File: src/quoted_escaped_tokenizer_macros.svh
// assertion macros for the quoted escaped tokenizer
// no dependencies; included by modules that carry assertions
`ifndef QUOTED_ESCAPED_TOKENIZER_MACROS_SVH
`define QUOTED_ESCAPED_TOKENIZER_MACROS_SVH

// same-cycle implication, disabled while reset is asserted
`define QET_ASSERT_NOW(lbl, ante, cons, msg) \
    lbl: assert property (@(posedge clk) disable iff (!rst_n) (ante) |-> (cons)) \
        else $error(msg);

// next-cycle implication, disabled while reset is asserted
`define QET_ASSERT_NEXT(lbl, ante, cons, msg) \
    lbl: assert property (@(posedge clk) disable iff (!rst_n) (ante) |=> (cons)) \
        else $error(msg);

`endif

File: src/qet_pkg.sv
// shared types and constants for the quoted escaped tokenizer
// no dependencies
`timescale 1ns / 1ps

package qet_pkg;

    localparam int CFG_IDX_W = 3;
    localparam int RES_SLOTS = 3;

    localparam logic [7:0] CH_BACKSLASH = 8'h5C;
    localparam logic [7:0] CH_QUOTE     = 8'h22;

    typedef enum logic [CFG_IDX_W-1:0] {
        CFG_DELIM_BYTES = 3'd0,
        CFG_DELIM_COUNT = 3'd1,
        CFG_TOKEN_LIMIT = 3'd2,
        CFG_QUOTES_EN   = 3'd3,
        CFG_ESCAPES_EN  = 3'd4
    } cfg_idx_t;

    typedef struct packed {
        logic [7:0] ch;
        logic       valid;
        logic       tok_end;
        logic       str_done;
    } result_t;

endpackage

File: src/quoted_escaped_tokenizer.sv
// channel | dir | handshake           | payload
// in      | in  | in_valid/in_ready   | in_byte, string_last
// out     | out | out_valid/out_ready | out_byte, byte_valid, token_end, string_done
// cfg     | in  | cfg_we              | cfg_index, cfg_data
// one input beat per cycle while each byte yields at most one result and out_ready is high
// a byte yielding k results (k up to 3) holds the output bundle until all k are taken;
// in_ready returns when the last result of the bundle is being taken
// results are registered into the bundle when the byte is accepted; output stalls hold the bundle
// reset: registers take their power-up values, no clearing pass
// depends on qet_pkg and quoted_escaped_tokenizer_macros.svh
`timescale 1ns / 1ps

module quoted_escaped_tokenizer #(
    parameter int MAX_DELIMITERS = 4
) (
    input  logic                         clk,
    input  logic                         rst_n,
    input  logic                         in_valid,
    output logic                         in_ready,
    input  logic [7:0]                   in_byte,
    input  logic                         string_last,
    output logic                         out_valid,
    input  logic                         out_ready,
    output logic [7:0]                   out_byte,
    output logic                         byte_valid,
    output logic                         token_end,
    output logic                         string_done,
    input  logic                         cfg_we,
    input  logic [qet_pkg::CFG_IDX_W-1:0] cfg_index,
    input  logic [31:0]                  cfg_data
);
    import qet_pkg::*;

    `include "quoted_escaped_tokenizer_macros.svh"

    localparam int NUM_DELIMS = (MAX_DELIMITERS < 4) ? MAX_DELIMITERS : 4;

    // configuration
    logic [31:0] delim_bytes_reg;
    logic [2:0]  delim_count_reg;
    logic [7:0]  token_limit_reg;
    logic        quotes_en_reg;
    logic        escapes_en_reg;

    // string state
    logic       in_quote_reg, in_quote_next;
    logic       bs_pending_reg, bs_pending_next;
    logic       skipping_reg, skipping_next;
    logic       raw_rest_reg, raw_rest_next;
    logic [7:0] tokens_reg, tokens_next;
    logic [7:0] held_byte_reg, held_byte_next;
    logic       held_valid_reg, held_valid_next;

    // result bundle
    result_t    slot_reg [RES_SLOTS];
    result_t    slot_next [RES_SLOTS];
    logic [1:0] count_reg;
    logic [1:0] rd_reg;
    logic [1:0] n_next;

    logic in_fire, out_fire;
    logic delim_hit;
    logic limit_hit;
    logic do_tok, app_bs, app_c, do_end, tog_q, bp_set, bp_clr;
    result_t out_res;

    assign in_fire  = in_valid && in_ready;
    assign out_fire = out_valid && out_ready;
    assign in_ready = (count_reg == 2'd0) || (count_reg == 2'd1 && out_ready);

    assign out_res     = slot_reg[rd_reg];
    assign out_valid   = (count_reg != 2'd0);
    assign out_byte    = out_res.ch;
    assign byte_valid  = out_res.valid;
    assign token_end   = out_res.tok_end;
    assign string_done = out_res.str_done;

    always_comb
    begin
        delim_hit = 1'b0;
        for (int i = 0; i < 4; i++)
        begin
            if (i < NUM_DELIMS && delim_count_reg > 3'(i)
                && delim_bytes_reg[8*i +: 8] == in_byte)
                delim_hit = 1'b1;
        end
    end

    assign limit_hit = (token_limit_reg != 8'd0) && (tokens_reg >= token_limit_reg - 8'd1);

    // decide the actions for this byte
    always_comb
    begin
        do_tok        = 1'b0;
        app_bs        = 1'b0;
        app_c         = 1'b0;
        do_end        = 1'b0;
        tog_q         = 1'b0;
        bp_set        = 1'b0;
        bp_clr        = 1'b0;
        skipping_next = skipping_reg;
        raw_rest_next = raw_rest_reg;
        priority if (raw_rest_reg)
        begin
            app_c = 1'b1;
        end
        else if (skipping_reg)
        begin
            if (!delim_hit)
            begin
                skipping_next = 1'b0;
                if (limit_hit)
                begin
                    raw_rest_next = 1'b1;
                    app_c         = 1'b1;
                end
                else
                begin
                    do_tok = 1'b1;
                end
            end
        end
        else
        begin
            do_tok = 1'b1;
        end

        if (do_tok)
        begin
            priority if (delim_hit && bs_pending_reg && escapes_en_reg)
            begin
                app_c  = 1'b1;
                bp_clr = 1'b1;
            end
            else if (delim_hit && !in_quote_reg)
            begin
                do_end = 1'b1;
            end
            else if (!quotes_en_reg)
            begin
                app_c = 1'b1;
            end
            else if (in_byte == CH_BACKSLASH || in_byte == CH_QUOTE)
            begin
                if (bs_pending_reg)
                begin
                    app_c  = 1'b1;
                    bp_clr = 1'b1;
                end
                else if (in_byte == CH_BACKSLASH)
                begin
                    bp_set = 1'b1;
                end
                else
                begin
                    do_end = 1'b1;
                    tog_q  = 1'b1;
                end
            end
            else
            begin
                app_bs = bs_pending_reg && !escapes_en_reg;
                bp_clr = bs_pending_reg;
                app_c  = 1'b1;
            end
        end
    end

    // carry out the actions and build the result bundle
    always_comb
    begin
        for (int k = 0; k < RES_SLOTS; k++)
            slot_next[k] = slot_reg[k];
        n_next          = 2'd0;
        held_byte_next  = held_byte_reg;
        held_valid_next = held_valid_reg;
        tokens_next     = tokens_reg;
        in_quote_next   = in_quote_reg;
        bs_pending_next = bs_pending_reg;

        if (app_bs)
        begin
            if (held_valid_next)
            begin
                slot_next[n_next] = '{ch: held_byte_next, valid: 1'b1,
                                      tok_end: 1'b0, str_done: 1'b0};
                n_next = n_next + 2'd1;
            end
            held_byte_next  = CH_BACKSLASH;
            held_valid_next = 1'b1;
        end
        if (app_c)
        begin
            if (held_valid_next)
            begin
                slot_next[n_next] = '{ch: held_byte_next, valid: 1'b1,
                                      tok_end: 1'b0, str_done: 1'b0};
                n_next = n_next + 2'd1;
            end
            held_byte_next  = in_byte;
            held_valid_next = 1'b1;
        end
        if (bp_set)
            bs_pending_next = 1'b1;
        if (bp_clr)
            bs_pending_next = 1'b0;
        if (do_end)
        begin
            if (held_valid_next)
            begin
                slot_next[n_next] = '{ch: held_byte_next, valid: 1'b1,
                                      tok_end: 1'b1, str_done: 1'b0};
                n_next = n_next + 2'd1;
                if (tokens_next != 8'hFF)
                    tokens_next = tokens_next + 8'd1;
                held_valid_next = 1'b0;
                held_byte_next  = 8'd0;
            end
            bs_pending_next = 1'b0;
        end
        if (tog_q)
            in_quote_next = !in_quote_reg;

        if (string_last)
        begin
            slot_next[n_next] = '{ch: held_valid_next ? held_byte_next : 8'd0,
                                  valid: held_valid_next, tok_end: held_valid_next,
                                  str_done: 1'b1};
            n_next = n_next + 2'd1;
            in_quote_next   = 1'b0;
            bs_pending_next = 1'b0;
            tokens_next     = 8'd0;
            held_byte_next  = 8'd0;
            held_valid_next = 1'b0;
        end
    end

    always_ff @(posedge clk or negedge rst_n)
    begin
        if (!rst_n)
        begin
            delim_bytes_reg <= 32'd32;
            delim_count_reg <= 3'd1;
            token_limit_reg <= 8'd0;
            quotes_en_reg   <= 1'b0;
            escapes_en_reg  <= 1'b0;
            in_quote_reg    <= 1'b0;
            bs_pending_reg  <= 1'b0;
            skipping_reg    <= 1'b1;
            raw_rest_reg    <= 1'b0;
            tokens_reg      <= 8'd0;
            held_byte_reg   <= 8'd0;
            held_valid_reg  <= 1'b0;
            count_reg       <= 2'd0;
            rd_reg          <= 2'd0;
        end
        else
        begin
            if (cfg_we)
            begin
                unique case (cfg_index)
                    CFG_DELIM_BYTES: delim_bytes_reg <= cfg_data;
                    CFG_DELIM_COUNT: delim_count_reg <= cfg_data[2:0];
                    CFG_TOKEN_LIMIT: token_limit_reg <= cfg_data[7:0];
                    CFG_QUOTES_EN:   quotes_en_reg   <= cfg_data[0];
                    CFG_ESCAPES_EN:  escapes_en_reg  <= cfg_data[0];
                    default:         ;
                endcase
            end
            if (in_fire)
            begin
                in_quote_reg   <= in_quote_next;
                bs_pending_reg <= bs_pending_next;
                skipping_reg   <= string_last ? 1'b1 : (do_end ? 1'b1 : skipping_next);
                raw_rest_reg   <= string_last ? 1'b0 : raw_rest_next;
                tokens_reg     <= tokens_next;
                held_byte_reg  <= held_byte_next;
                held_valid_reg <= held_valid_next;
                count_reg      <= n_next;
                rd_reg         <= 2'd0;
            end
            else if (out_fire)
            begin
                count_reg <= count_reg - 2'd1;
                rd_reg    <= rd_reg + 2'd1;
            end
        end
    end

    always_ff @(posedge clk)
    begin
        if (in_fire)
        begin
            for (int k = 0; k < RES_SLOTS; k++)
                slot_reg[k] <= slot_next[k];
        end
    end

    `QET_ASSERT_NEXT(a_last_gives_beat, in_fire && string_last, out_valid, "no beat after last byte")
    `QET_ASSERT_NEXT(a_last_clears, in_fire && string_last, skipping_reg && !held_valid_reg && tokens_reg == 8'd0 && !raw_rest_reg, "string state not cleared")
    `QET_ASSERT_NOW(a_done_is_final, out_valid && string_done, count_reg == 2'd1, "string_done beat is not the last of its bundle")
    `QET_ASSERT_NOW(a_marker_only, out_valid && !byte_valid, string_done && !token_end, "empty beat without string_done")
    `QET_ASSERT_NOW(a_held_not_skipping, held_valid_reg, !skipping_reg, "held byte while skipping delimiters")

endmodule

File: config.mk
export PLATFORM = sky130hd
export DESIGN_NAME = quoted_escaped_tokenizer
export DESIGN_NICKNAME = d
export VERILOG_FILES = /design/src/qet_pkg.sv /design/src/quoted_escaped_tokenizer.sv
export VERILOG_INCLUDE_DIRS = /design/src /design/src/src
export SDC_FILE = /design/constraint.sdc
export NUM_CORES = 1
export LEC_CHECK = 0
export ABC_AREA = 0
export BUFFER_PORTS_ARGS = -buffer_cell sky130_fd_sc_hd__clkbuf_2
export CORE_UTILIZATION = 40
export DETAILED_ROUTE_END_ITERATION = 8
export PLACE_DENSITY_LB_ADDON = 0.2
export REMOVE_ABC_BUFFERS = 1
export SYNTH_ARGS = -nofsm -noshare
export SYNTH_HDL_FRONTEND = slang
export SYNTH_SLANG_ARGS = --single-unit
File: constraint.sdc
create_clock -name clk -period 9.6 [get_ports clk]
set_clock_uncertainty 0.15 [all_clocks]
set_input_delay 0 -clock clk [delete_from_list [all_inputs] [get_ports clk]]
set_output_delay 0 -clock clk [all_outputs]
set_load 0.03 [all_outputs]
; Yosys cells after proc, flatten, opt, wreduce, memory -nomap -nowiden
; Memory sizes are Yosys's and may differ from the RTL's.
; Cells that the tools add are included.
[word_totals]
word_cells = 188
reg_bits = 70
mem_count = 1
mem_bits_rw = 33
output_inout_bits = 13
input_bits = 49
[mem_list]
columns = memory, words, word_bits, rd, rd_ports_with_merged_regs, wr, line_no
row1 = slot_reg, 3, 11, 4, 0, 3, quoted_escaped_tokenizer.sv:55  ; result_t slot_reg [RES_SLOTS];
[op_classes]
add_sub_neg = 7
bitwise_logic = 3
eq_ne = 13
order_cmp = 11
mux = 101
n_reduce_logical = 38
[op_table]
columns = operator, n
row1 = two-way mux 33 bit, 5
row2 = bitwise mux 33 bit, 3
row3 = two-way mux 8 bit, 10
row4 = demux 11 bit (select 2 bit), 3
row5 = two-way mux 1 bit, 66
row6 = two-way mux 11 bit, 5
row7 = == test 8 bit, 4
row8 = two-way mux 2 bit, 9
row9 = AND reduction 2 bit, 8
row10 = logical AND 1 bit, 15
row11 = nonzero test 2 bit, 6
row12 = "greater-or-equal comparator 3 bit, second input constant", 3
row13 = "less-than comparator 3 x 1 -> 1 bit, second input constant", 3
row14 = inverter 2 -> 3 bit, 3
row15 = "adder 2 x 1 -> 2 bit, second input constant", 4
row16 = "adder 8 x 1 -> 8 bit, second input constant", 1
row17 = "== test 8 x 6 -> 1 bit, second input constant", 1
row18 = "== test 8 x 7 -> 1 bit, second input constant", 1
row19 = greater-or-equal comparator 8 bit, 1
row20 = "!= test 8 bit, second input constant", 1
row21 = nonzero test 8 bit, 1
row22 = "subtractor 8 x 1 -> 8 bit, second input constant", 1
row23 = "== test 3 x 2 -> 1 bit, second input constant", 2
row24 = "> comparator 3 x 1 -> 1 bit, second input constant", 2
row25 = other kinds (12), 15

; Depth between registers and ports, before layout
[logic_depth]
ltp_word = 26
mapped_depth = 22
mapped_depth_nobuf = 22

; Worst setup path before layout
; Ideal clock, no wire load.
[synth_path]
kind = reg-to-reg
startpoint = reg token_limit_reg[3]
endpoint = mem slot_reg[0][10] (netlist name), data pin
n_path_buf = 1
arrival_time_ns = 3.952
synth_period_minus_slack_ns = 4.375
stages_incl_launch_ff = 19
slack_ns = 5.225
cell_sequence = dfrtp_1 -> nor2_1 -> nor4b_1 -> xnor2_1 -> ha_1 -> a21oi_1 -> o21ai_0 -> o211a_1 -> a2111oi_0 -> a21o_2 -> buf_8 -> mux2_2 -> nor2_1 -> a21o_1 -> ha_1 -> and2_1 -> nor4_1 -> o21ai_1 -> o22ai_1
[synth_lines]
columns = item, line_no
row1 = "start, declared", quoted_escaped_tokenizer.sv:41  ; logic [7:0] token_limit_reg;
row2 = "start signal, assigned", quoted_escaped_tokenizer.sv:264  ; CFG_TOKEN_LIMIT: token_limit_reg <= cfg_data[7:0];
row3 = "end, declared", quoted_escaped_tokenizer.sv:55

==> run metrics <==
status completed; fmax a little under 200 MHz; core outline area between 0.015 and 0.02 mm2; Seq/Total Area, Yosys around 44%; die area ~0.016 mm2; HP Class input pin to flip-flop; DIE HEIGHT about 130 um; RSZ-0062 raised after global routing no; fill count 1,376; RR Startpoint token_limit_reg[2]; Seq cells post-synth ~100; Flop pwr share a little over two fifths; slowest CP cell a2111oi_0; Largest register FFs 33; final setup fails 0; R2R Setup Slk about 4.5 ns; Net Switching around 0.00063 W; area of the multi-input gates between 0.003 and 0.004 mm2; Placer Congestion 0.816; CP Capture Type flip-flop; number of buffers created by CTS 9; per-cell routed wire length about 17 um; max incr delay on CP between 0.6 and 0.7 ns; routed vias between 4k and 5k; chip width between 100 and 150 um; ANT cells 0; count of final hold-check violations 0; vias per cell between 5 and 6; clock-pin slew on the worst setup and hold paths 0.07 ns; final worst setup slack around 4.5 ns; CTS max path bufs 2; clock sink total about 100; CTS tree done; worst vdd ir about 0.10 mV; TNS Setup 0 ns; Detailed Place HPWL 10,600 um; combinational fraction of design power about 36%; vias in the first global route 4,703; fraction of layout cells with a size suffix above 1 a little over a fifth; Final Util between 40% and 50%; initial drt markers between 200 and 300; count leader, synth dfrtp_1; synthesis-to-finish area growth 17.5%; # nets final around 740; Max Cap Violations 0; area share of the largest cell type after synthesis between 20% and 30%; Leak just over 3 nW; critical path class flip-flop to flip-flop; dpl ws approximately 4.6 ns; Syn. warnings 0; DRC Markers 0; sw frac between 30% and 40%; post-route ant nets 0; fraction of registers with async set/reset about two thirds; Tot GR Track Use a little under 20%; Starting Density between 40% and 50%; clock power share a little over a fifth; Hold Path Origin in_valid; list of most frequent post-synthesis cells dfrtp_1 (67), nand2_1 (53), mux2_2 (46); Synth cell types between 70 and 80; # IOs a little over 60; crit-path cells nor2_1 > nor4b_1 > xnor2_1 > ha_1 > a21oi_1 > o21ai_0 > o211a_1 > a2111oi_0 > a21o_2 > mux2_2 > nor2_1 > a21o_1 > ha_1 > and2_0 > o21ai_0 > a21o_1 > o2bb2ai_1; fin. max-slew vios 0; Arrival @ worst endpoint approximately 5.1 ns; CTS HTree Levels 3; cell family with most CP delay compound AO/OA/AOI/OAI gates; WHS Path Cells 4; Main synth FF type dfrtp_1; post-CTS setup buffer count 0; Worst Tran Pin Value slightly above 0.9 ns; Synth Instances between 500 and 600; Post-synth EDFFs 33; Clock Tree Root clkbuf_16; initial antenna violation count 0; worst-path maximum fanout 11; crit path buf inv count 0; power density over the cells 228 mW/mm2; CTS resizes 0; ranking of synthesized cells by area dfrtp_1 (27%), edfxtp_1 (16%), mux2_2 (8.4%); hold path endpoint count_reg[0]; port bufs between 60 and 70; router iterations before antenna repair 5; synthesized area 0.00619 mm2; Yosys top cell by area dfrtp_1; mean post-synth cell area between 10 and 15 um2; Max-Slew Margin vs Limit a little under two fifths; Overflow after GRT 0; largest net degree at the start of global routing 71; Final period util 53.0%; sequential cell area 0.00275 mm2; Rows between 40 and 50; Worst-Skew Late Latency about 0.36 ns; Internal slightly above 0.001 W; type of origin of the critical path flip-flop; CP Data Required Time between 9 and 10 ns; first-pass GRT wire length ~25,000 um; Routed WL between 10,000 and 15,000 um; reg-to-reg endpoint slot_reg[2][4]; Tmin final 5.09 ns; Crit path depth 17; R2R depth 17
## worst max path at each step
stage / slack [ns] / start / to
after floorplan: 5.20 / token_limit_reg[3] / slot_reg[0][10]
after global placement: 4.74 / token_limit_reg[3] / slot_reg[0][10]
after detailed placement: 4.62 / token_limit_reg[2] / slot_reg[2][4]
after CTS: 4.57 / token_limit_reg[2] / slot_reg[2][4]
after global routing: 4.15 / token_limit_reg[2] / slot_reg[2][4]
final: 4.51 / token_limit_reg[2] / slot_reg[2][4]
## stage by stage
stage / total power (W) / hold slack (ns) / instances / cell area, um2
after global placement: 0.00127 / 0.0832 / 800 / 6580
after global routing: 0.00177 / 0.0544 / 855 / 7270
after floorplan: 0.00111 / -0.446 / 548 / 6020
final: 0.00166 / 0.0175 / 855 / 7270
after detailed placement: 0.00129 / 0.0877 / 800 / 6580
after CTS: 0.00167 / 0.0146 / 855 / 7270
## worst min-delay path, stage by stage
cell	delay, ns
clkbuf_2	0.09
mux2_2	0.21
o211ai_1	0.09
nor2_1	0.09
## kinds of logic (layout without fill, tap and decap cells)
family / Yosys count / count (layout) / share of synthesized area, %
simple gates: 144 / 144 / 12.6
compound gates: 142 / 142 / 15.5
flops: 103 / 103 / 44.4
mux: 76 / 76 / 13.2
buf+inv: 46 / 140 / 4.00
xor+xnor: 39 / 39 / 5.52
fa+ha+maj: 23 / 23 / 4.77
## what timing repair did
item                                    4_1_cts  5_1_grt
hold buffers                                 40        0
endpoints found under the setup margin        0        0
hold endpoints to repair                    116        0
## power by group through the flow
stage                     Sequential [W]  Combinational [W]  Clock [W]
after CTS                       0.000699           0.000602   0.000372
after global placement          0.000704           0.000568          0
after global routing            0.000717           0.000662   0.000393
after floorplan                 0.000672           0.000439          0
final                           0.000700           0.000598   0.000362
after detailed placement        0.000708           0.000586          0
## cell usage in the layout, fill, tap and decap left out, drive strengths merged, types with 8 or more instances in the layout
cell / instances
o21ai: 45
mux2: 46
nor2: 16
clkbuf: 70
edfxtp: 33
xor2: 30
o2bb2ai: 9
dfrtp: 67
xnor2: 9
a21o: 9
ha: 22
nand3: 13
nand2: 53
nor3: 8
dlygate4sd3: 40
a21oi: 20
and2: 9
inv: 22
mux2i: 30
o22ai: 23
## area by class of cell
| cell class | instances | area share, % |
|---|---|---|
| multi-input combinational | 424 | 43.9 |
| tap | 188 | 3.24 |
| inverter | 21 | 1.08 |
| clock buffer | 10 | 3.44 |
| clock inverter | 5 | 0.534 |
| timing repair buffer | 104 | 10.0 |
| sequential | 103 | 37.8 |
## routing by layer
metal	wire length [um]	track usage (%)	vias up
met3	590	4.18	17
li1	-	-	2283
met2	7070	31.5	112
met5	0	0	-
met4	190	4.96	0
met1	7050	27.1	2390
(Power assumes the default switching activity.)
